[src/hw/rtl/mcc_pkg.sv]
package mcc_pkg;

  localparam int FRAC_BITS = 28;

  // coordinate of a sub-point: 32-bit corner plus offset below 2^30
  localparam int CW  = 33;
  // z components before the bound check
  localparam int ZW  = FRAC_BITS + 8;
  // |z| after the bound check (at most 4.0)
  localparam int MW  = FRAC_BITS + 3;
  // squared terms (sr, si), at most 16.0
  localparam int SW  = FRAC_BITS + 5;
  // magnitude of the cross term
  localparam int PMW = FRAC_BITS + 6;
  localparam int PW  = PMW + 1;

  localparam logic signed [ZW-1:0] LIM_POS = ZW'(1) << (FRAC_BITS + 2);
  localparam logic signed [ZW-1:0] LIM_NEG = -LIM_POS;
  localparam logic [SW:0]          ESC_LIM = (SW + 1)'(1) << (FRAC_BITS + 4);

  localparam int QDEPTH = 2;

  typedef enum logic [1:0] {
    REG_STEP_X   = 2'd0,
    REG_STEP_Y   = 2'd1,
    REG_MARCHING = 2'd2,
    REG_MAX_ITER = 2'd3
  } reg_idx_t;

  typedef struct packed {
    logic signed [31:0] cr;
    logic signed [31:0] ci;
    logic [29:0]        hx;
    logic [29:0]        hy;
    logic               marching;
    logic [15:0]        max_iter;
  } job_t;

  typedef enum logic [2:0] {
    BK_IDLE,
    BK_INIT,
    BK_FORM,
    BK_MUL,
    BK_DONE
  } bk_state_t;

endpackage

[src/hw/rtl/mcc_queue.sv]
module mcc_queue
  import mcc_pkg::*;
(
  input  logic clk,
  input  logic rst_n,
  input  logic push,
  input  job_t push_job,
  output logic full,
  input  logic pop,
  output logic valid,
  output job_t pop_job
);

  job_t                      mem_r [QDEPTH];
  logic [$clog2(QDEPTH)-1:0] wptr_r;
  logic [$clog2(QDEPTH)-1:0] rptr_r;
  logic [$clog2(QDEPTH):0]   cnt_r;

  assign full    = (cnt_r == ($clog2(QDEPTH) + 1)'(QDEPTH));
  assign valid   = (cnt_r != '0);
  assign pop_job = mem_r[rptr_r];

  always_ff @(posedge clk) begin
    if (push) begin
      mem_r[wptr_r] <= push_job;
    end
  end

  always_ff @(posedge clk) begin
    if (!rst_n) begin
      wptr_r <= '0;
      rptr_r <= '0;
      cnt_r  <= '0;
    end else begin
      if (push) begin
        wptr_r <= wptr_r + 1'b1;
      end
      if (pop) begin
        rptr_r <= rptr_r + 1'b1;
      end
      if (push && !pop) begin
        cnt_r <= cnt_r + 1'b1;
      end else if (pop && !push) begin
        cnt_r <= cnt_r - 1'b1;
      end
    end
  end

endmodule

[config.mk]
export PLATFORM = sky130hd
export DESIGN_NAME = mcc_queue
export DESIGN_NICKNAME = d
export VERILOG_FILES = /design/src/hw/rtl/mcc_pkg.sv /design/src/hw/rtl/mcc_queue.sv
export SDC_FILE = /design/constraint.sdc
export NUM_CORES = 1
export LEC_CHECK = 0
export BUFFER_PORTS_ARGS = -buffer_cell sky130_fd_sc_hd__buf_2
export CAP_MARGIN = 10
export CORE_UTILIZATION = 45
export DETAILED_ROUTE_END_ITERATION = 8
export MAX_ROUTING_LAYER = met4
export PLACE_DENSITY = 0.7
export SLEW_MARGIN = 10
export SYNTH_ARGS = -nofsm -noshare
export SYNTH_HDL_FRONTEND = slang
export SYNTH_SLANG_ARGS = --single-unit
[constraint.sdc]
create_clock -name clk -period 18.18 [get_ports clk]
set_clock_uncertainty 0.05 [all_clocks]
set_input_delay 0.909 -clock clk [delete_from_list [all_inputs] [get_ports clk]]
set_output_delay 0.909 -clock clk [all_outputs]
set_load 0.02 [all_outputs]
### Yosys cells after proc, flatten, opt, wreduce, memory -nomap -nowiden

Memories as Yosys holds them, arrays and structs flattened. A register that Yosys moved wholly into a read port is not among the register bits.
Cells that the tools add are included.

| word-level totals | value |
|---|---|
| memories kept | 1 |
| register bits | 4 |
| word-level logic and storage cells | 21 |
| output and inout bits | 143 |
| memory bits (writable) | 282 |
| input port bits | 145 |

| cells by class | value |
|---|---|
| $add $sub $neg | 4 |
| muxes and demuxes | 6 |
| reduce and logical (&&, ||, !) cells | 6 |
| eq/ne operators | 1 |

Memory list:

| memory | words | width | rd ports | clocked after memory_dff | wr ports | line | source |
|---|---|---|---|---|---|---|---|
| mem_r | 2 | 141 | 1 | 1 | 1 | mcc_queue.sv:14 | `job_t mem_r [QDEPTH];` |

Operator list:

| cell | number |
|---|---|
| 1-bit 2-to-1 mux | 4 |
| 2-bit 2-to-1 mux | 2 |
| 2-bit nonzero test | 2 |
| 1-bit adder, second input constant | 2 |
| 2-bit by 1-bit adder with 2-bit output, second input constant | 1 |
| 2-bit == test, second input constant | 1 |
| 1-bit logical AND | 2 |
| 1-bit zero test | 2 |
| 2-bit by 1-bit subtractor with 2-bit output, second input constant | 1 |

### Depth between registers and ports, before layout

Gate-level depths: netlist of run 1.

| logic depth | value |
|---|---|
| depth after elaboration | 4 |
| gate-level depth with buffers | 5 |
| mapped depth without buffers | 5 |

### Worst setup path after synthesis of run 1

Ideal clock, no wire load.

| timing | value |
|---|---|
| kind | input to register |
| from | input port push |
| to | memory mem_r[0][0] (netlist bit), enable pin |
| arrival time | 7.043 ns |
| slack | 10.427 ns |
| stages | 1 |
| buffers on the path | 0 |
| required time | 17.470 ns |
| library setup time | 0.660 ns |
| cells stage by stage | nor2b_1 |

| on the way | value |
|---|---|
| longest elaborated chain between the ends | 2 |

Ends and longest elaborated chain:

| item | line | source |
|---|---|---|
| start, declared | mcc_queue.sv:6 | `input logic push,` |
| 1-bit 2-to-1 mux | mcc_queue.sv:24 | `if (push) begin` |
| 1-bit 2-to-1 mux (not written as such) | mcc_queue.sv:25 | `mem_r[wptr_r] <= push_job;` |
| end, declared | mcc_queue.sv:14 |  |

Every way passes these cells.

==> results of run 1 <==
## layout make-up
cell class | instances | area (sq um) | area share
Clock buffer | 40 | 767.0 | 0.05748
Tap cell | 319 | 399.1 | 0.02991
Timing Repair Buffer | 292 | 1474 | 0.1105
Inverter | 1 | 3.754 | 0.0002813
Clock inverter | 9 | 68.82 | 0.005158
Sequential cell | 287 | 8572 | 0.6424
Antenna cell | 3 | 7.507 | 0.0005626
Multi-Input combinational cell | 157 | 2051 | 0.1537
## flip-flops by register name (all words and copies together) (netlist names), named ones only
signal and cells:
mem_r 282, cnt_r 2, wptr_r 1, rptr_r 1
## worst max path at each step
stage               startpoint                    end  slack, ns  cells after the start
floorplan                 push  mem_r[0][0]$_DFFE_PP_      10.43                      1
global placement      register            pop_job[67]      14.33                      4
detailed placement    register            pop_job[86]      14.24                      4
CTS                   register            pop_job[86]      13.67                      4
global route          register           pop_job[118]      13.54                      4
finish                register           pop_job[118]      13.76                      4
## cell usage in the layout (no fill, tap or decap), types with 2 or more instances in the layout
master	synthesis	final
buf_2	5	287
edfxtp_1	282	282
mux2_4	90	90
mux2_2	51	51
clkbuf_16	0	29
clkbuf_1	0	11
buf_4	0	5
clkinv_1	0	4
dfxtp_1	5	4
diode_2	0	3
and2_1	4	3
clkinv_2	0	3
xor2_1	2	2
nor2b_1	3	2
## worst max-delay path, cell delays in order (launching register included)
cell and delay (ns):
dfxtp_4 0.72, buf_4 0.83, buf_4 0.80, mux2_4 0.36, buf_2 0.16
## through the flow
stage / instance area (sq um) / instances / total power, mW / setup slack (ns)
global route: 13340 / 1108 / 1.542 / 13.54
global placement: 12500 / 1056 / 0.9705 / 14.33
detailed placement: 12500 / 1056 / 0.9765 / 14.24
floorplan: 10770 / 461 / 0.9192 / 10.43
CTS: 13340 / 1105 / 1.503 / 13.67
finish: 13340 / 1108 / 1.486 / 13.76
## per-layer routing
metal / up-vias / track usage / wire length (microns)
met3: 31 / 0.04403 / 1437
met1: 2553 / 0.1794 / 7674
met4: 0 / 0.04622 / 464
met2: 201 / 0.2683 / 9798
li1: 2445 / - / -
met5: - / - / 0
## where the power goes
group          switching [mW]  internal, mW  leakage (nW)
logic                   0.101        0.0811          2.08
clock network           0.221         0.305         0.407
registers              0.0121         0.766          2.69
total                   0.334          1.15          5.18
## cells by family (layout without fill, tap and decap cells)
group,Yosys count,after routing,synth area share
fa+ha+maj,1,1,0.001162
mux,141,141,0.1789
flops,287,287,0.7959
compound gates,3,3,0.001860
simple gates,9,9,0.005231
buf+inv,17,342,0.01453
other cells,0,3,0
xor+xnor,3,3,0.002441
==> qor.txt, run 1 <==
Status -> finished, final reports clean
Worst Hold Depth -> 2
Via count -> 5,230
Iter 0 DRT Violations -> 261
Postcts setup bufs -> 0
Starting density of the core -> 0.4586
Post-CTS resize count -> 0
Share of layout cells above drive strength 1 -> 0.5992
CTS sink cnt -> 287
FF-to-FF path depth -> 2
GRT Overall Usage -> 0.1568
Area Growth Syn to Fin -> 23.94%
Avg Inst Size Synth -> 23.35 sq um
Die Y -> 156.7 microns
Hold Crit Endpoint -> cnt_r[1]$_SDFFE_PN0P_
Critical hold path startpoint -> cnt_r[1]$_SDFFE_PN0P_
PortBufs -> 287
Core footprint -> 23,470 sq um
Hold slack -> 0.5115 ns
Routed len/inst -> 17.49 microns
Reg2reg setup slack -> 15.58 ns
Overflow after GRT -> 0
Final nets -> 913
Placer Congestion -> 0.7661
Vias per std cell -> 4.720
Relative slew slack -> 0.2810
Leading area contributor after synthesis -> edfxtp_1
Reg clk slew, reported paths -> 0.06 ns
FMAX -> 0.2264 GHz
Share of the synthesized area in the top cell type -> 0.7866
Fin. Hold Viols -> 0
FF+latch count, synth -> 287
H-tree Lvls -> 1
Crit Path Category -> register to output port
Fin crit share -> 0.2430
Crit path max fanout -> 55
Final wirelength -> 19,370 microns
Count leader, synth -> edfxtp_1
# fillers -> 1,773
Min-delay worst type -> register to register
DP Wirelength -> 12,960 microns
Mapped Cells -> 461
Post-Syn Nets -> 607
P_leak -> 5.179 nW
CTS Buf Count -> 28
Util after Layout -> 0.5684
# setup viols final -> 0
Longest Clk Path Bufs -> 3
Initial antenna violation count -> 3
Pin count of the biggest net entering global routing -> 79
CTS tree -> yes
Row count -> 56
Clock latency on the worst-skew pair -> 0.51 ns
Type of origin of the critical path -> register
Fin crit period -> 4.417 ns
Dominant synthesized flop cell -> edfxtp_1
EDFF count, synth -> 282
Worst slew pin tran -> 1.079 ns
TritonRoute pass-1 iters -> 4
Max capacitance violation total -> 0
Die ar. -> 24,550 sq um
# IOs -> 288
Post-synthesis sequential area ratio -> 0.7959
Warnings, synthesis -> 0
Commonest cells post-synth -> edfxtp_1 (282), mux2_4 (90), mux2_2 (51)
Reg2reg end -> mem_r[1][117]$_DFFE_PP_
Final ANT Viol Nets -> 0
Vias in the first global route -> 5,395
Root buf cell -> clkbuf_16
Final Max Tran Viols -> 0
Post-CTS Hold Fix Bufs -> 0
RSZ-0062 raised after global routing -> false
Mapped Area -> 10,770 sq um
Data required time of the worst path -> 17.22 ns
Synth top area cells -> edfxtp_1 (79%), mux2_4 (13%), mux2_2 (5.3%)
Setup TNS -> 0 ns
Yosys cell types -> 18
Reg2Reg Launch Point -> wptr_r$_SDFFE_PN0P_
Die W -> 156.7 microns
First-pass GRT wire length -> 28,490 microns
Worst vdd ir -> 0.00007276 V
CP arrival -> 3.46 ns
Post-synth ARST share -> 0
Pwr per Cell Area -> 111.4 nW/um^2
Crit end category -> output port
Residual DRC -> 0
(Power assumes the default switching activity.)
==> run 2: changes to the inputs <==
- clock period: 18.18 -> 4.3 ns (I/O delays scaled with it)
==> qor.txt, run 2 (synthesis results as in run 1) <==
Post-CTS Hold Fix Bufs -> 145 (+145)
Hold Crit Endpoint -> mem_r[0][12]$_DFFE_PP_
Worst vdd ir -> 0.0003908 V (+440%)
Iter 0 DRT Violations -> 243 (-6.9%)
CP top delay family -> flip-flops
Type of origin of the critical path -> register
Row count -> 56 (unchanged)
Overflow after GRT -> 0 (unchanged)
CTS Buf Count -> 30 (+7.1%)
Slowest library cell on the worst path -> dfxtp_4
# setup viols final -> 0 (unchanged)
Largest regs -> mem_r x282, cnt_r x2
Root buf cell -> clkbuf_16
Pwr per Cell Area -> 442.8 nW/um^2 (+300%)
Final ANT Viol Nets -> 0 (unchanged)
Post-CTS resize count -> 0 (unchanged)
H-tree Lvls -> 1 (unchanged)
Initial antenna violation count -> 2 (-1)
Pin count of the biggest net entering global routing -> 135 (+71%)
Core footprint -> 23,470 sq um (unchanged)
Die W -> 156.7 microns (unchanged)
GRT Overall Usage -> 0.1804 (+0.02363)
Min-delay worst type -> input pin to register
Status -> finished, final reports clean
Max capacitance violation total -> 0 (unchanged)
Largest Register -> mem_r
Vias in the first global route -> 6,433 (+19%)
P_leak -> 5.842 nW (+13%)
Crit Path Category -> register to output port
Final wirelength -> 22,230 microns (+15%)
Fin crit period -> 2.690 ns
First-pass GRT wire length -> 32,980 microns (+16%)
Reg2reg end -> mem_r[1][58]$_DFFE_PP_
Hold slack -> 0.3468 ns (-0.1646 ns)
Relative slew slack -> 0.3343 (+0.05334)
Final Max Tran Viols -> 0 (unchanged)
FF-to-FF path depth -> 2 (unchanged)
Max incr delay on CP -> 0.74 ns (-0.09 ns)
Die ar. -> 24,550 sq um (unchanged)
Die Y -> 156.7 microns (unchanged)
Routed len/inst -> 17.66 microns (+0.99%)
Starting density of the core -> 0.4586 (unchanged)
PortBufs -> 287 (unchanged)
DP Wirelength -> 13,070 microns (+0.83%)
Setup TNS -> 0 ns (unchanged)
Via count -> 5,903 (+13%)
Reg2reg setup slack -> 2.48 ns (-13.10 ns)
CTS sink cnt -> 287 (unchanged)
Fin. Hold Viols -> 0 (unchanged)
Crit end category -> output port
CTS tree -> yes
FMAX -> 0.3717 GHz
Util after Layout -> 0.6354 (+0.06695)
Critical hold path startpoint -> push_job[12]
Share of layout cells above drive strength 1 -> 0.5085 (-0.09071)
Postcts setup bufs -> 0 (unchanged)
Reg clk slew, reported paths -> 0.06 ns (about the same)
Data required time of the worst path -> 4.03 ns (-13.19 ns)
TritonRoute pass-1 iters -> 4 (unchanged)
Area Growth Syn to Fin -> 38.54%
Crit path depth -> 3 (-1)
Worst slew pin tran -> 0.9985 ns (-0.08000 ns)
Clock latency on the worst-skew pair -> 0.53 ns (+0.02 ns)
# fillers -> 1,586 (-11%)
Longest Clk Path Bufs -> 3 (unchanged)
# IOs -> 288 (unchanged)
Most frequent cells in the layout -> buf_2 (287), edfxtp_1 (282), dlygate4sd3_1 (145)
CP arrival -> 2.43 ns (-1.03 ns)
Residual DRC -> 0 (unchanged)
Placer Congestion -> 0.7602 (-0.77%)
Worst Hold Depth -> 2 (unchanged)
CP cell instances -> buf_12 -> mux2_4 -> buf_2
Max FFs per register -> 282 (unchanged)
Fin crit share -> 0.6257
Vias per std cell -> 4.689 (-0.67%)
Crit path max fanout -> 75 (+36%)
RSZ-0062 raised after global routing -> false
WP buf/inv -> 2 (-1)
Commonest non-fill, non-tap cell in the layout -> buf_2
Reg2Reg Launch Point -> wptr_r$_SDFFE_PN0P_
Final nets -> 1,060 (+16%)
==> run 2: changes by cell type in the layout (fill, tap and decap cells not counted), sizes merged <==
cell / delta
clkinvlp: +1
clkbuf: +1
clkinv: +4
bufinv: +1
diode: -1
dlygate4sd3: +145
==> run 2: final cells by class <==
| type | instances | area [sq um] | area share |
|---|---|---|---|
| diodes | 2 | 5.005 | 0.0003356 |
| clock buffers | 41 | 813.3 | 0.05453 |
| clock inverters | 15 | 120.1 | 0.008054 |
| inverters | 1 | 3.754 | 0.0002517 |
| multi-input cells | 157 | 2051 | 0.1375 |
| flip-flops and latches | 287 | 8572 | 0.5747 |
| well taps | 319 | 399.1 | 0.02676 |
| repair buffers | 437 | 2950 | 0.1978 |
==> run 2: worst register-to-register path, cell delays in order, from the launching register on <==
cell and delay [ns]:
dfxtp_1 0.39, and2_4 0.25, buf_12 0.44
==> run 2: per-layer routing <==
metal,GRT usage,vias to the layer above,share of wire
met5,-,-,0
met4,0.05742,0,0.023
met3,0.05289,47,0.078
met2,0.3214,235,0.52
met1,0.1919,2872,0.38
li1,-,2749,-
==> run 2: how the worst max path moves through the flow <==
stage                                    from               endpoint  slack (ns)
final                                register           pop_job[113]        1.61
after global routing                 register             pop_job[1]        1.50
after CTS                            register            pop_job[29]        1.53
after detailed placement             register            pop_job[29]        2.11
after global placement               register            pop_job[20]        2.12
after floorplan           wptr_r$_SDFFE_PN0P_  mem_r[1][0]$_DFFE_PP_        0.13
==> run 2: per-stage QoR <==
stage	power (mW)	cell area [sq um]	cells	worst slack, ns
after floorplan	3.873	10770	461	0.1279
after global placement	4.110	12520	1056	2.119
after detailed placement	4.134	12520	1056	2.106
after CTS	6.662	14910	1257	1.529
after global routing	6.830	14910	1259	1.497
final	6.604	14910	1259	1.610
==> run 2: report_power, final <==
part	switching (mW)	internal, mW	leakage (nW)
logic	0.462	0.432	2.70
clock network	0.984	1.43	0.455
registers	0.0541	3.24	2.69
total	1.50	5.10	5.84
