$ cat config.mk
export PLATFORM = sky130hd
export DESIGN_NAME = mcc_front
export DESIGN_NICKNAME = d
export VERILOG_FILES = /design/src/hw/rtl/mcc_pkg.sv /design/src/hw/rtl/mcc_front.sv
export SDC_FILE = /design/constraint.sdc
export NUM_CORES = 1
export LEC_CHECK = 0
export BUFFER_PORTS_ARGS = -buffer_cell sky130_fd_sc_hd__buf_4
export CAP_MARGIN = 20
export CORE_AREA = 2 2 109 111
export CTS_CLUSTER_SIZE = 25
export DETAILED_ROUTE_END_ITERATION = 8
export DIE_AREA = 0 0 111 113
export PLACE_DENSITY_LB_ADDON = 0.15
export SYNTH_ARGS = -nofsm -noshare
export SYNTH_HDL_FRONTEND = slang
export SYNTH_SLANG_ARGS = --single-unit
$ cat constraint.sdc
create_clock -name clk -period 1.7 [get_ports clk]
set_clock_uncertainty 0.1 [all_clocks]
set_input_delay 0.34 -clock clk [delete_from_list [all_inputs] [get_ports clk]]
set_output_delay 0.34 -clock clk [all_outputs]
set_load 0.03 [all_outputs]
$ cat src/hw/rtl/mcc_pkg.sv
package mcc_pkg;

  localparam int FRAC_BITS = 28;

  // coordinate of a sub-point: 32-bit corner plus offset below 2^30
  localparam int CW  = 33;
  // z components before the bound check
  localparam int ZW  = FRAC_BITS + 8;
  // |z| after the bound check (at most 4.0)
  localparam int MW  = FRAC_BITS + 3;
  // squared terms (sr, si), at most 16.0
  localparam int SW  = FRAC_BITS + 5;
  // magnitude of the cross term
  localparam int PMW = FRAC_BITS + 6;
  localparam int PW  = PMW + 1;

  localparam logic signed [ZW-1:0] LIM_POS = ZW'(1) << (FRAC_BITS + 2);
  localparam logic signed [ZW-1:0] LIM_NEG = -LIM_POS;
  localparam logic [SW:0]          ESC_LIM = (SW + 1)'(1) << (FRAC_BITS + 4);

  localparam int QDEPTH = 2;

  typedef enum logic [1:0] {
    REG_STEP_X   = 2'd0,
    REG_STEP_Y   = 2'd1,
    REG_MARCHING = 2'd2,
    REG_MAX_ITER = 2'd3
  } reg_idx_t;

  typedef struct packed {
    logic signed [31:0] cr;
    logic signed [31:0] ci;
    logic [29:0]        hx;
    logic [29:0]        hy;
    logic               marching;
    logic [15:0]        max_iter;
  } job_t;

  typedef enum logic [2:0] {
    BK_IDLE,
    BK_INIT,
    BK_FORM,
    BK_MUL,
    BK_DONE
  } bk_state_t;

endpackage

$ cat src/hw/rtl/mcc_front.sv
module mcc_front
  import mcc_pkg::*;
(
  input  logic               clk,
  input  logic               rst_n,
  input  logic               psel,
  input  logic               penable,
  input  logic               pwrite,
  input  logic [3:0]         paddr,
  input  logic [31:0]        pwdata,
  output logic [31:0]        prdata,
  output logic               pready,
  input  logic               start,
  output logic               busy,
  input  logic signed [31:0] in_point_real,
  input  logic signed [31:0] in_point_imag,
  input  logic               q_full,
  output logic               push,
  output job_t               push_job
);

  logic [30:0] step_x_r;
  logic [30:0] step_y_r;
  logic        march_r;
  logic [15:0] max_iter_r;
  reg_idx_t    idx;
  logic        wr_en;

  assign pready = 1'b1;
  assign idx    = reg_idx_t'(paddr[3:2]);
  assign wr_en  = psel && penable && pwrite && pready;

  always_ff @(posedge clk) begin
    if (!rst_n) begin
      step_x_r   <= '0;
      step_y_r   <= '0;
      march_r    <= 1'b0;
      max_iter_r <= 16'd200;
    end else if (wr_en) begin
      case (idx)
        REG_STEP_X:   step_x_r   <= pwdata[30:0];
        REG_STEP_Y:   step_y_r   <= pwdata[30:0];
        REG_MARCHING: march_r    <= pwdata[0];
        REG_MAX_ITER: max_iter_r <= pwdata[15:0];
        default: ;
      endcase
    end
  end

  always_comb begin
    case (idx)
      REG_STEP_X:   prdata = {1'b0, step_x_r};
      REG_STEP_Y:   prdata = {1'b0, step_y_r};
      REG_MARCHING: prdata = {31'd0, march_r};
      REG_MAX_ITER: prdata = {16'd0, max_iter_r};
      default:      prdata = '0;
    endcase
  end

  // plain mode: zero offsets, one sub-point
  assign busy = q_full;
  assign push = start && !busy;

  always_comb begin
    push_job.cr       = in_point_real;
    push_job.ci       = in_point_imag;
    push_job.hx       = march_r ? step_x_r[30:1] : 30'd0;
    push_job.hy       = march_r ? step_y_r[30:1] : 30'd0;
    push_job.marching = march_r;
    push_job.max_iter = max_iter_r;
  end

endmodule

* Yosys cells after proc, flatten, opt, wreduce, memory -nomap -nowiden *
Index checks and enable logic that the tools add are counted.
W data, S select, Z words.

word-level totals
  register bits = 79
  bits in latches = 0
  memory bits (writable) = 0
  ROM bits = 0
  output and inout port bits = 176
  logic and storage cells = 19
  memories = 0

operators by class
  add/subtract/negate cells = 0
  multiply operators = 0
  divide/modulo/power cells = 0
  $lt $le $gt $ge = 0
  equal/unequal tests = 3
  shift-type cells = 0
  mux-type cells = 3
  bitwise gates (word level) = 0
  reductions and logical operators = 9

operators with widths
  kind                  count
  $pmux W32 S4          1
  $mux W30              2
  $reduce_and A2 Y1     4
  $eq A2 B2 Y1 const B  2
  $logic_and A1 B1 Y1   3
  $eq A2 B1 Y1 const B  1
  $logic_not A2 Y1      1
  $logic_not A1 Y1      1

* Depth between registers and ports, before layout *
Gate-level depths: netlist (run 1).

  depth after elaboration = 3
  mapped depth = 6
  depth with buffers taken out = 3

* Worst setup path before layout (run 1) *
OpenSTA, ideal clock, no wires.

  path kind = input port to output port
  start point = in paddr[2]
  end point = out prdata[10]
  arrival time = 1.558 ns
  required time = 1.260 ns
  slack = -0.298 ns
  stages on the path = 4
  cell sequence = buf_2 -> buf_2 -> mux2i_1 -> o21ai_0

on the way
  word-level cells in the longest chain between the ends = 2

RTL lines
  item                                  line             text
  from (decl)                           mcc_front.sv:9   input logic [3:0] paddr,
  $eq A2 B2 Y1 (tied with other cells)  mcc_front.sv:51  case (idx)
  $pmux W32 S4 (*)                      mcc_front.sv:51
  to (decl)                             mcc_front.sv:11  output logic [31:0] prdata,

Every way passes the cells marked *; elsewhere a longest branch is shown, timed or not. The select of a mux whose other input is x is not followed.

* Worst setup path in the final report (run 1) *
  start point = reg march_r
  end point = out prdata[0]

on the way
  word-level cells in the longest chain between the ends = 1

RTL lines
  item                    line             text
  from (decl)             mcc_front.sv:24  logic march_r;
  from (signal assigned)  mcc_front.sv:43  REG_MARCHING: march_r <= pwdata[0];
  $pmux W32 S4            mcc_front.sv:51

Every way passes these cells. The select of a mux whose other input is x is not followed.

==> qor.txt, run 1 <==
RSZ-0062 raised after global routing -> yes
CTS Hold Bufs -> 0
Layout cells sized above 1 -> 0.368
Drt first pass iters -> 4
# clock sinks -> 79
Synthesized cell area -> 0.00447 mm^2
Starting Density -> 0.397
DR top layer -> met4
# rows -> 39
Final Util -> 0.507
Reg2reg start -> march_r$_SDFFE_PN0P_
Cells after synthesis -> 521
Diode count -> 0
Die area -> 0.0125 mm^2
Vias per Instance -> 4.82
DRC -> 0
Synth Area in Compound Gates -> 0.0260
CTS Buf Count -> 9
H-tree levels -> 3
Final Cycle Share -> 1.02
M1 WL -> 4700 um
Final WS setup -> -25.9 ps
Clk Tree Root Cell -> clkbuf_16
Post-CTS Setup Inserts -> 0
Max-cap violations -> 0
Hpwl dp -> 8420 um
Critical path launch point type -> flip-flop
Clock Path Buffers -> 2
Ports -> 283
Largest family of logic cells by synthesized area -> multiplexers
Count of input and output buffers -> 149
Pwr dens -> 726 mW/mm^2
Vias in the first global route -> 3625
GRT Residual Overflow -> 0
Final slew viol count -> 0
Synth Area in Simple Gates -> 0.214
CTS tree -> built
VDD IR-drop max -> 0.000386 V
Critical Path Start -> march_r$_SDFFE_PN0P_
Gr usage total -> 0.182
Synth Warn # -> 0
Multiplexer area fraction after synthesis -> 0.242
Worst Path Buf+Inv -> 1
Post-synth cell types -> 22
DR WL/cell -> 15.4 um
Nets -> 705
Worst hold slack -> 189 ps
Post-synth top area cell -> dfxtp_1
#FFs+latches synth -> 79
Crit. End Element -> primary output
CTS clk-pin slew, worst paths -> 60 ps
Post-Synth Adder-Cell Area -> 0
Seq/Total Area, Yosys -> 0.354
Post-synth top area share -> 0.354
Synth top area cells -> dfxtp_1 35%, mux2i_1 24%, buf_4 12%, nand2_1 10%, and2_1 8.5%
Syn_area_per_cell -> 8.58 um^2
Initial antenna violation count -> 0
Core outline area -> 0.0113 mm^2
Synthesized Nets -> 628
Layout Cells excl Fill -> 746
Critical-path top delay cell -> mux4_2
Fmax -> 0.579 GHz
Largest net degree at the start of global routing -> 44
Final hold vios -> 0
Initial DRC count -> 80
Clk_lat worst skew -> 320 ps
Die width -> 111 um
Total power -> 4150 uW
Worst Hold Class -> input port to flip-flop
Met3 WL -> 753 um
Setup violators final -> 1
Total Routed Length -> 11500 um
LEAKAGE -> 0.00268 uW
Hold path start -> pwdata[26]
Die H -> 113 um
First-pass GRT wire length -> 18500 um
XOR/XNOR share of the synthesized area -> 0
Critical path's largest stage delay -> 470 ps
DP Cell Count -> 730
P&R area growth vs syn -> 27.9%
CP Max Fanout -> 4
Crit path time final -> 1730 ps
Post-route ant nets -> 0
Met2 routed WL -> 5730 um
Crit-path cells -> mux4_2, buf_6
Failing checks -> setup timing
WP data required -> 1260 ps
CP Data Arrival Time -> 1290 ps
Status -> finished with violations
Class of the most critical setup path -> flip-flop to primary output
Vias -> 3594
Placer Congestion -> 0.778
Critical path's top delay family -> multiplexers
-- worst register-to-register path: stages, from the launching register on --
cell and delay (ps):
dfxtp_2 360, buf_6 190, nand2_1 60, mux2i_1 110
-- per-stage QoR --
| stage | cell area [um^2] | setup slack [ps] | TNS, ps |
|---|---|---|---|
| final | 5720 | -25.9 | -25.9 |
| after CTS | 5710 | -47.9 | -72.7 |
| after detailed placement | 5410 | 27.6 | 0 |
| after global placement | 5410 | 38.1 | 0 |
| after global routing | 5720 | -58.4 | -622 |
| after floorplan | 4570 | 6.04 | 0 |
-- final timing paths --
path	endpoint	slack, ps	cells past startpoint
min reg2reg	step_x_r[0]$_SDFFE_PN0P_	370	2
max reg2reg	march_r$_SDFFE_PN0P_	800	3
min	step_y_r[26]$_SDFFE_PN0P_	190	3
max	prdata[0]	-30	2
-- cell families after synthesis --
group | count (synthesis)
and+or+nand+nor | 205
buffers and inverters | 107
AOI/OAI and AO/OA | 21
DFF | 79
muxes | 107
other | 2
-- metal layers --
metal	track usage	up-vias
met2	0.307	136
met3	0.0450	24
li1	-	1768
met4	0.0833	0
met1	0.221	1666
met5	0	-
-- cell usage in the layout, fill, tap and decap left out, drive strengths merged, types with 2 or more instances in the layout --
cell,n
o21ai,18
o311ai,3
and2,61
mux2i,106
buf,170
clkinvlp,2
inv,4
dfxtp,79
nor2,16
clkbuf,12
conb,2
nand2,123
-- synth_stat cells --
master	instances
and2_1	61
nor2_2	1
nor3b_1	1
or3b_1	1
dfxtp_1	79
nand3_4	1
nor2_1	15
mux4_2	1
nor2b_1	1
o21ai_0	18
buf_12	3
buf_6	1
buf_1	1
clkbuf_1	22
o311ai_0	3
mux2i_1	106
inv_1	3
nand2_1	123
nor3_2	1
buf_4	69
conb_1	2
buf_2	8
-- area by class of cell --
| class | instances | area, um^2 |
|---|---|---|
| fillers | 1066 | 5550 |
| multi-input cells | 335 | 2270 |
| flip-flops and latches | 79 | 1580 |
| repair buffers | 170 | 1400 |
| clock buffers | 12 | 256 |
| well taps | 143 | 179 |
| clock inverters | 4 | 28.8 |
| inverters | 3 | 11.3 |
-- timing repair --
| item | CTS | global route |
|---|---|---|
| setup endpoints to repair | 47 | 34 |
| gates resized for setup | 4 | 3 |
| cloned | 0 | 0 |
-- registers in the layout, indices dropped and copies added, names as in the netlist --
name and cells:
march_r 1, max_iter_r 16, step_x_r 31, step_y_r 31
-- power breakdown --
group | switching (uW) | internal, uW | leakage (uW)
Clock | 762 | 1070 | 0.000135
Combinational | 239 | 185 | 0.00191
Sequential | 18.5 | 1880 | 0.000638
Power figures use the tool's default switching activity.
==> run 2: changes to the inputs <==
--- a/config.mk
+++ b/config.mk
@@ -7,10 +7,12 @@
 export LEC_CHECK = 0
 export BUFFER_PORTS_ARGS = -buffer_cell sky130_fd_sc_hd__buf_4
 export CAP_MARGIN = 20
-export CORE_AREA = 2 2 109 111
+export CELL_PAD_IN_SITES_DETAIL_PLACEMENT = 0
+export CELL_PAD_IN_SITES_GLOBAL_PLACEMENT = 1
+export CORE_MARGIN = 2
+export CORE_UTILIZATION = 30
 export CTS_CLUSTER_SIZE = 25
 export DETAILED_ROUTE_END_ITERATION = 8
-export DIE_AREA = 0 0 111 113
 export PLACE_DENSITY_LB_ADDON = 0.15
 export SYNTH_ARGS = -nofsm -noshare
 export SYNTH_HDL_FRONTEND = slang
==> run 2 against run 1 <==
  * The flow still finishes with violations (setup timing)
  * Power down 0.71%
  * Die area up 27%
  * Fmax down 2.1%
  * Clock power down 2%
  * Combinational power up 4%
  * Count of clock-buffer cells in the layout up 4
  * Final area up 3.1%
  * Critical path depth unchanged
  * Sequential power about the same
  * Largest power group unchanged
  * Highest routed layer unchanged
==> qor.txt, run 2 (same netlist as run 1, synthesis figures left out) <==
Status -> finished with violations
Failing checks -> setup timing
Clock Path Buffers -> 2
RSZ-0062 raised after global routing -> yes
CTS Buf Count -> 9
Setup violators final -> 1
Critical path's largest stage delay -> 470 ps
Crit. End Element -> primary output
# rows -> 44
P&R area growth vs syn -> 31.9%
Pwr dens -> 699 mW/mm^2
Final hold vios -> 0
Critical-path top delay cell -> mux4_2
VDD IR-drop max -> 0.000420 V
Cell area after layout -> 0.00590 mm^2
Nets -> 707
Most frequent cells in the layout -> 145 x buf_4, 123 x nand2_1, 106 x mux2i_1, 78 x dfxtp_1, 51 x and2_1
WP data required -> 1260 ps
CP Data Arrival Time -> 1320 ps
Final Cycle Share -> 1.04
GRT Residual Overflow -> 0
Worst Hold Class -> input port to flip-flop
Initial DRC count -> 97
CTS clk-pin slew, worst paths -> 60 ps
Worst Path Buf+Inv -> 1
Final WS setup -> -62.9 ps
Crit path time final -> 1760 ps
Area post-placement -> 0.00552 mm^2
Diode count -> 0
Initial antenna violation count -> 0
H-tree levels -> 3
Max-cap violations -> 0
LEAKAGE -> 0.00274 uW
Fmax -> 0.567 GHz
Total Routed Length -> 12100 um
Critical path's top delay family -> multiplexers
Vias -> 3577
Final slew viol count -> 0
Gr usage total -> 0.151
Largest net degree at the start of global routing -> 52
Die H -> 126 um
Core outline area -> 0.0145 mm^2
Critical path launch point type -> flip-flop
Biggest regs -> step_x_r (31), step_y_r (31), max_iter_r (16)
Die area -> 0.0159 mm^2
Starting Density -> 0.308
Clk Tree Root Cell -> clkbuf_16
Vias per Instance -> 4.53
Most common cell after layout, fill and taps aside -> buf_4
Count of input and output buffers -> 149
Clk_lat worst skew -> 330 ps
Vias in the first global route -> 3618
DR WL/cell -> 15.3 um
DRC -> 0
First-pass GRT wire length -> 19200 um
# clock sinks -> 79
CP Max Fanout -> 6
Fillers -> 1492
Die width -> 126 um
Placer Congestion -> 0.737
Ports -> 283
Hpwl dp -> 8530 um
Final Util -> 0.406
Post-route ant nets -> 0
Total power -> 4120 uW
CTS tree -> built
Drt first pass iters -> 4
Setup WS pre-CTS -> 35.8 ps
Crit-path cells -> mux4_2, buf_6
Layout cells sized above 1 -> 0.379
Worst hold slack -> 179 ps
Class of the most critical setup path -> flip-flop to primary output
-- run 2: cell types whose count changed in the layout (fill, tap and decap cells not counted), sizes merged --
cell      previous run  this run
clkbuf              12        17
clkinvlp             2         0
buf                170       171
clkinv               1         0
inv                  4         3
-- run 2: power by group --
part | switching, uW | internal (uW) | total [uW]
registers | 19.2 | 1880 | 1890
logic | 244 | 198 | 443
clock network | 714 | 1070 | 1790
-- run 2: layer usage --
layer  part of all wire  wire [um]  vias to the layer above  track usage
li1                   -          -                     1767            -
met2               0.47       5650                      121        0.240
met5                  0          0                        -            0
met1               0.44       5310                     1652        0.190
met3              0.069        833                       37       0.0438
met4              0.026        312                        0       0.0711
-- run 2: worst reg2reg max path, cell delays in order (launching register included) --
cell	delay, ps
dfxtp_1	330
o21ai_0	70
o311ai_0	130
-- run 2: final cells by class --
type                       count  area [um^2]  area share
clock buffer                  16          272      0.0460
inverter                       3         11.3     0.00191
multi-input combinational    335         2290       0.388
sequential                    79         1590       0.269
tap                          184          230      0.0390
timing repair buffer         172         1510       0.256
-- run 2: per-stage QoR --
step                cells  setup TNS, ps
finish                789          -62.9
global route          789          -1340
CTS                   789           -220
detailed placement    772              0
global placement      772              0
floorplan             521              0
-- run 2: path summary, 6_finish.rpt --
path                              start                         end  slack, ps  cells after the start
max reg2reg  max_iter_r[7]$_SDFFE_PN1P_  max_iter_r[7]$_SDFFE_PN1P_        930                      2
min                          pwdata[25]   step_y_r[25]$_SDFFE_PN0P_        180                      3
max                march_r$_SDFFE_PN0P_                   prdata[0]        -60                      2
min reg2reg    step_y_r[0]$_SDFFE_PN0P_    step_y_r[0]$_SDFFE_PN0P_        360                      2
-- run 2: timing repair --
item | CTS | global route
gates cloned | 0 | 1
setup buffers | 1 | 0
endpoints found under the hold margin | 0 | 0
gates resized for setup | 24 | 2
hold buffers | 0 | 0
endpoints found under the setup margin | 49 | 69
pin swaps | 0 | 0
==> run 3: changes to the inputs <==
--- a/config.mk
+++ b/config.mk
@@ -13,7 +13,10 @@
 export CORE_UTILIZATION = 30
 export CTS_CLUSTER_SIZE = 25
 export DETAILED_ROUTE_END_ITERATION = 8
+export GPL_ROUTABILITY_DRIVEN = 0
 export PLACE_DENSITY_LB_ADDON = 0.15
+export RECOVER_POWER = 100
+export REMOVE_ABC_BUFFERS = 1
 export SYNTH_ARGS = -nofsm -noshare
 export SYNTH_HDL_FRONTEND = slang
 export SYNTH_SLANG_ARGS = --single-unit
==> run 3 against run 2 <==
  * The flow still finishes with violations (setup timing)
  * Fmax decreased by 1.2%
  * Setup slack got worse by 21 ps
  * Hold slack improved by 2.6 ps
  * Power increased by 14%
  * Die area unchanged
  * Non-clock buffer count increased by 5
  * Flip-flop and latch count unchanged
==> qor.txt, run 3 (same netlist as run 1, synthesis figures left out) <==
Final slew viol count -> 0
Ports -> 283
RSZ-0062 raised after global routing -> yes
Total Routed Length -> 15900 um
Class of the most critical setup path -> flip-flop to primary output
Gr usage total -> 0.192
Hpwl dp -> 11900 um
Most common cell after layout, fill and taps aside -> nand2_1
Initial DRC count -> 145
Setup WS pre-CTS -> -42.2 ps
Pwr dens -> 813 mW/mm^2
First-pass GRT wire length -> 23200 um
Count of input and output buffers -> 149
Clock Path Buffers -> 2
Layout cells sized above 1 -> 0.308
H-tree levels -> 3
Crit. End Element -> primary output
Worst slew margin -> 0.567
Critical path's largest stage delay -> 490 ps
CTS clk-pin slew, worst paths -> 60 ps
Area post-placement -> 0.00540 mm^2
Status -> finished with violations
# rows -> 44
Nets -> 712
CP Data Arrival Time -> 1340 ps
VDD IR-drop max -> 0.000354 V
Cell area after layout -> 0.00576 mm^2
Failing checks -> setup timing
Vias per Instance -> 4.68
Diode count -> 0
Largest net degree at the start of global routing -> 50
WP data required -> 1260 ps
Post-route ant nets -> 0
Sequential Area -> 0.00159 mm^2
Clk_lat worst skew -> 340 ps
CTS tree -> built
Die H -> 126 um
GRT Residual Overflow -> 0
Final Cycle Share -> 1.05
Area of the multi-input gates -> 0.00218 mm^2
Final Util -> 0.397
Die width -> 126 um
# clock sinks -> 79
Critical path launch point type -> flip-flop
Setup violators final -> 25
Vias in the first global route -> 3703
Final hold vios -> 0
Vias -> 3719
Total power -> 4690 uW
DRC -> 0
Critical-path top delay cell -> mux4_2
CTS Buf Count -> 9
Crit path time final -> 1780 ps
Crit-path cells -> mux4_2, buf_6
Drt first pass iters -> 6
Core outline area -> 0.0145 mm^2
Worst Hold Class -> input port to flip-flop
Most frequent cells in the layout -> 123 x nand2_1, 106 x mux2i_1, 104 x buf_4, 78 x dfxtp_1, 50 x and2_1
Worst-Margin Slew -> 649 ps
DR WL/cell -> 20.0 um
Starting Density -> 0.308
P&R area growth vs syn -> 28.9%
Final WS setup -> -83.9 ps
Max-cap violations -> 0
Fillers -> 1532
CP Max Fanout -> 3
Clk Tree Root Cell -> clkbuf_16
Die area -> 0.0159 mm^2
Initial antenna violation count -> 0
Biggest regs -> step_x_r (31), step_y_r (31), max_iter_r (16)
LEAKAGE -> 0.00267 uW
Fmax -> 0.561 GHz
==> run 3: changes by cell type in the layout (fill, tap and decap cells not counted), sizes merged <==
cell,before,now
buf,171,144
clkbuf,17,42
bufinv,0,4
clkinvlp,0,2
inv,3,4
==> run 3: per-stage QoR <==
stage / std cells / hold WS, ps / TNS [ps]
global placement: 776 / 340 / -17.6
finish: 794 / 182 / -431
global route: 794 / 188 / -3670
CTS: 793 / 167 / -1400
floorplan: 417 / 331 / -50210
detailed placement: 776 / 353 / -42.2
==> run 3: layer usage <==
layer  GRT usage  share of wire  up-vias
met4      0.0446         0.0090        4
met5      0.0805         0.0074        -
met1       0.240           0.45     1697
met2       0.251           0.38      224
li1            -              -     1779
met3       0.146           0.16       15
==> run 3: final timing paths <==
kind                                               start                        end  slack [ps]  depth (start not counted)
worst max-delay path                march_r$_SDFFE_PN0P_                  prdata[0]         -80                          2
worst max register to register      march_r$_SDFFE_PN0P_       march_r$_SDFFE_PN0P_         770                          3
worst min-delay path                          pwdata[29]  step_y_r[29]$_SDFFE_PN0P_         180                          3
worst min register to register  step_x_r[0]$_SDFFE_PN0P_   step_x_r[0]$_SDFFE_PN0P_         360                          2
==> run 3: power breakdown <==
group	total [uW]	leakage [uW]	internal (uW)	switching, uW
logic	398	0.00186	167	231
clock network	2390	0.000172	1590	805
registers	1890	0.000639	1870	19.1
==> run 3: layout make-up <==
class	count	share of cell area
clock buffers	9	0.0391
multi-input cells	335	0.379
flip-flops and latches	79	0.275
well taps	184	0.0399
repair buffers	177	0.240
inverters	3	0.00195
clock inverters	7	0.0250
==> run 3: repair_timing <==
item	4_1_cts	5_1_grt
cloned	0	1
pin swaps	0	0
gates resized for setup	34	12
hold buffers	0	0
setup buffers	1	0
endpoints found under the setup margin	39	69
==> run 3: worst max-delay path, delay by kind of cell (launching register included) <==
kind / cells / cell delay [ps]
buf+inv: 1 / 160
flops: 1 / 360
mux: 1 / 490
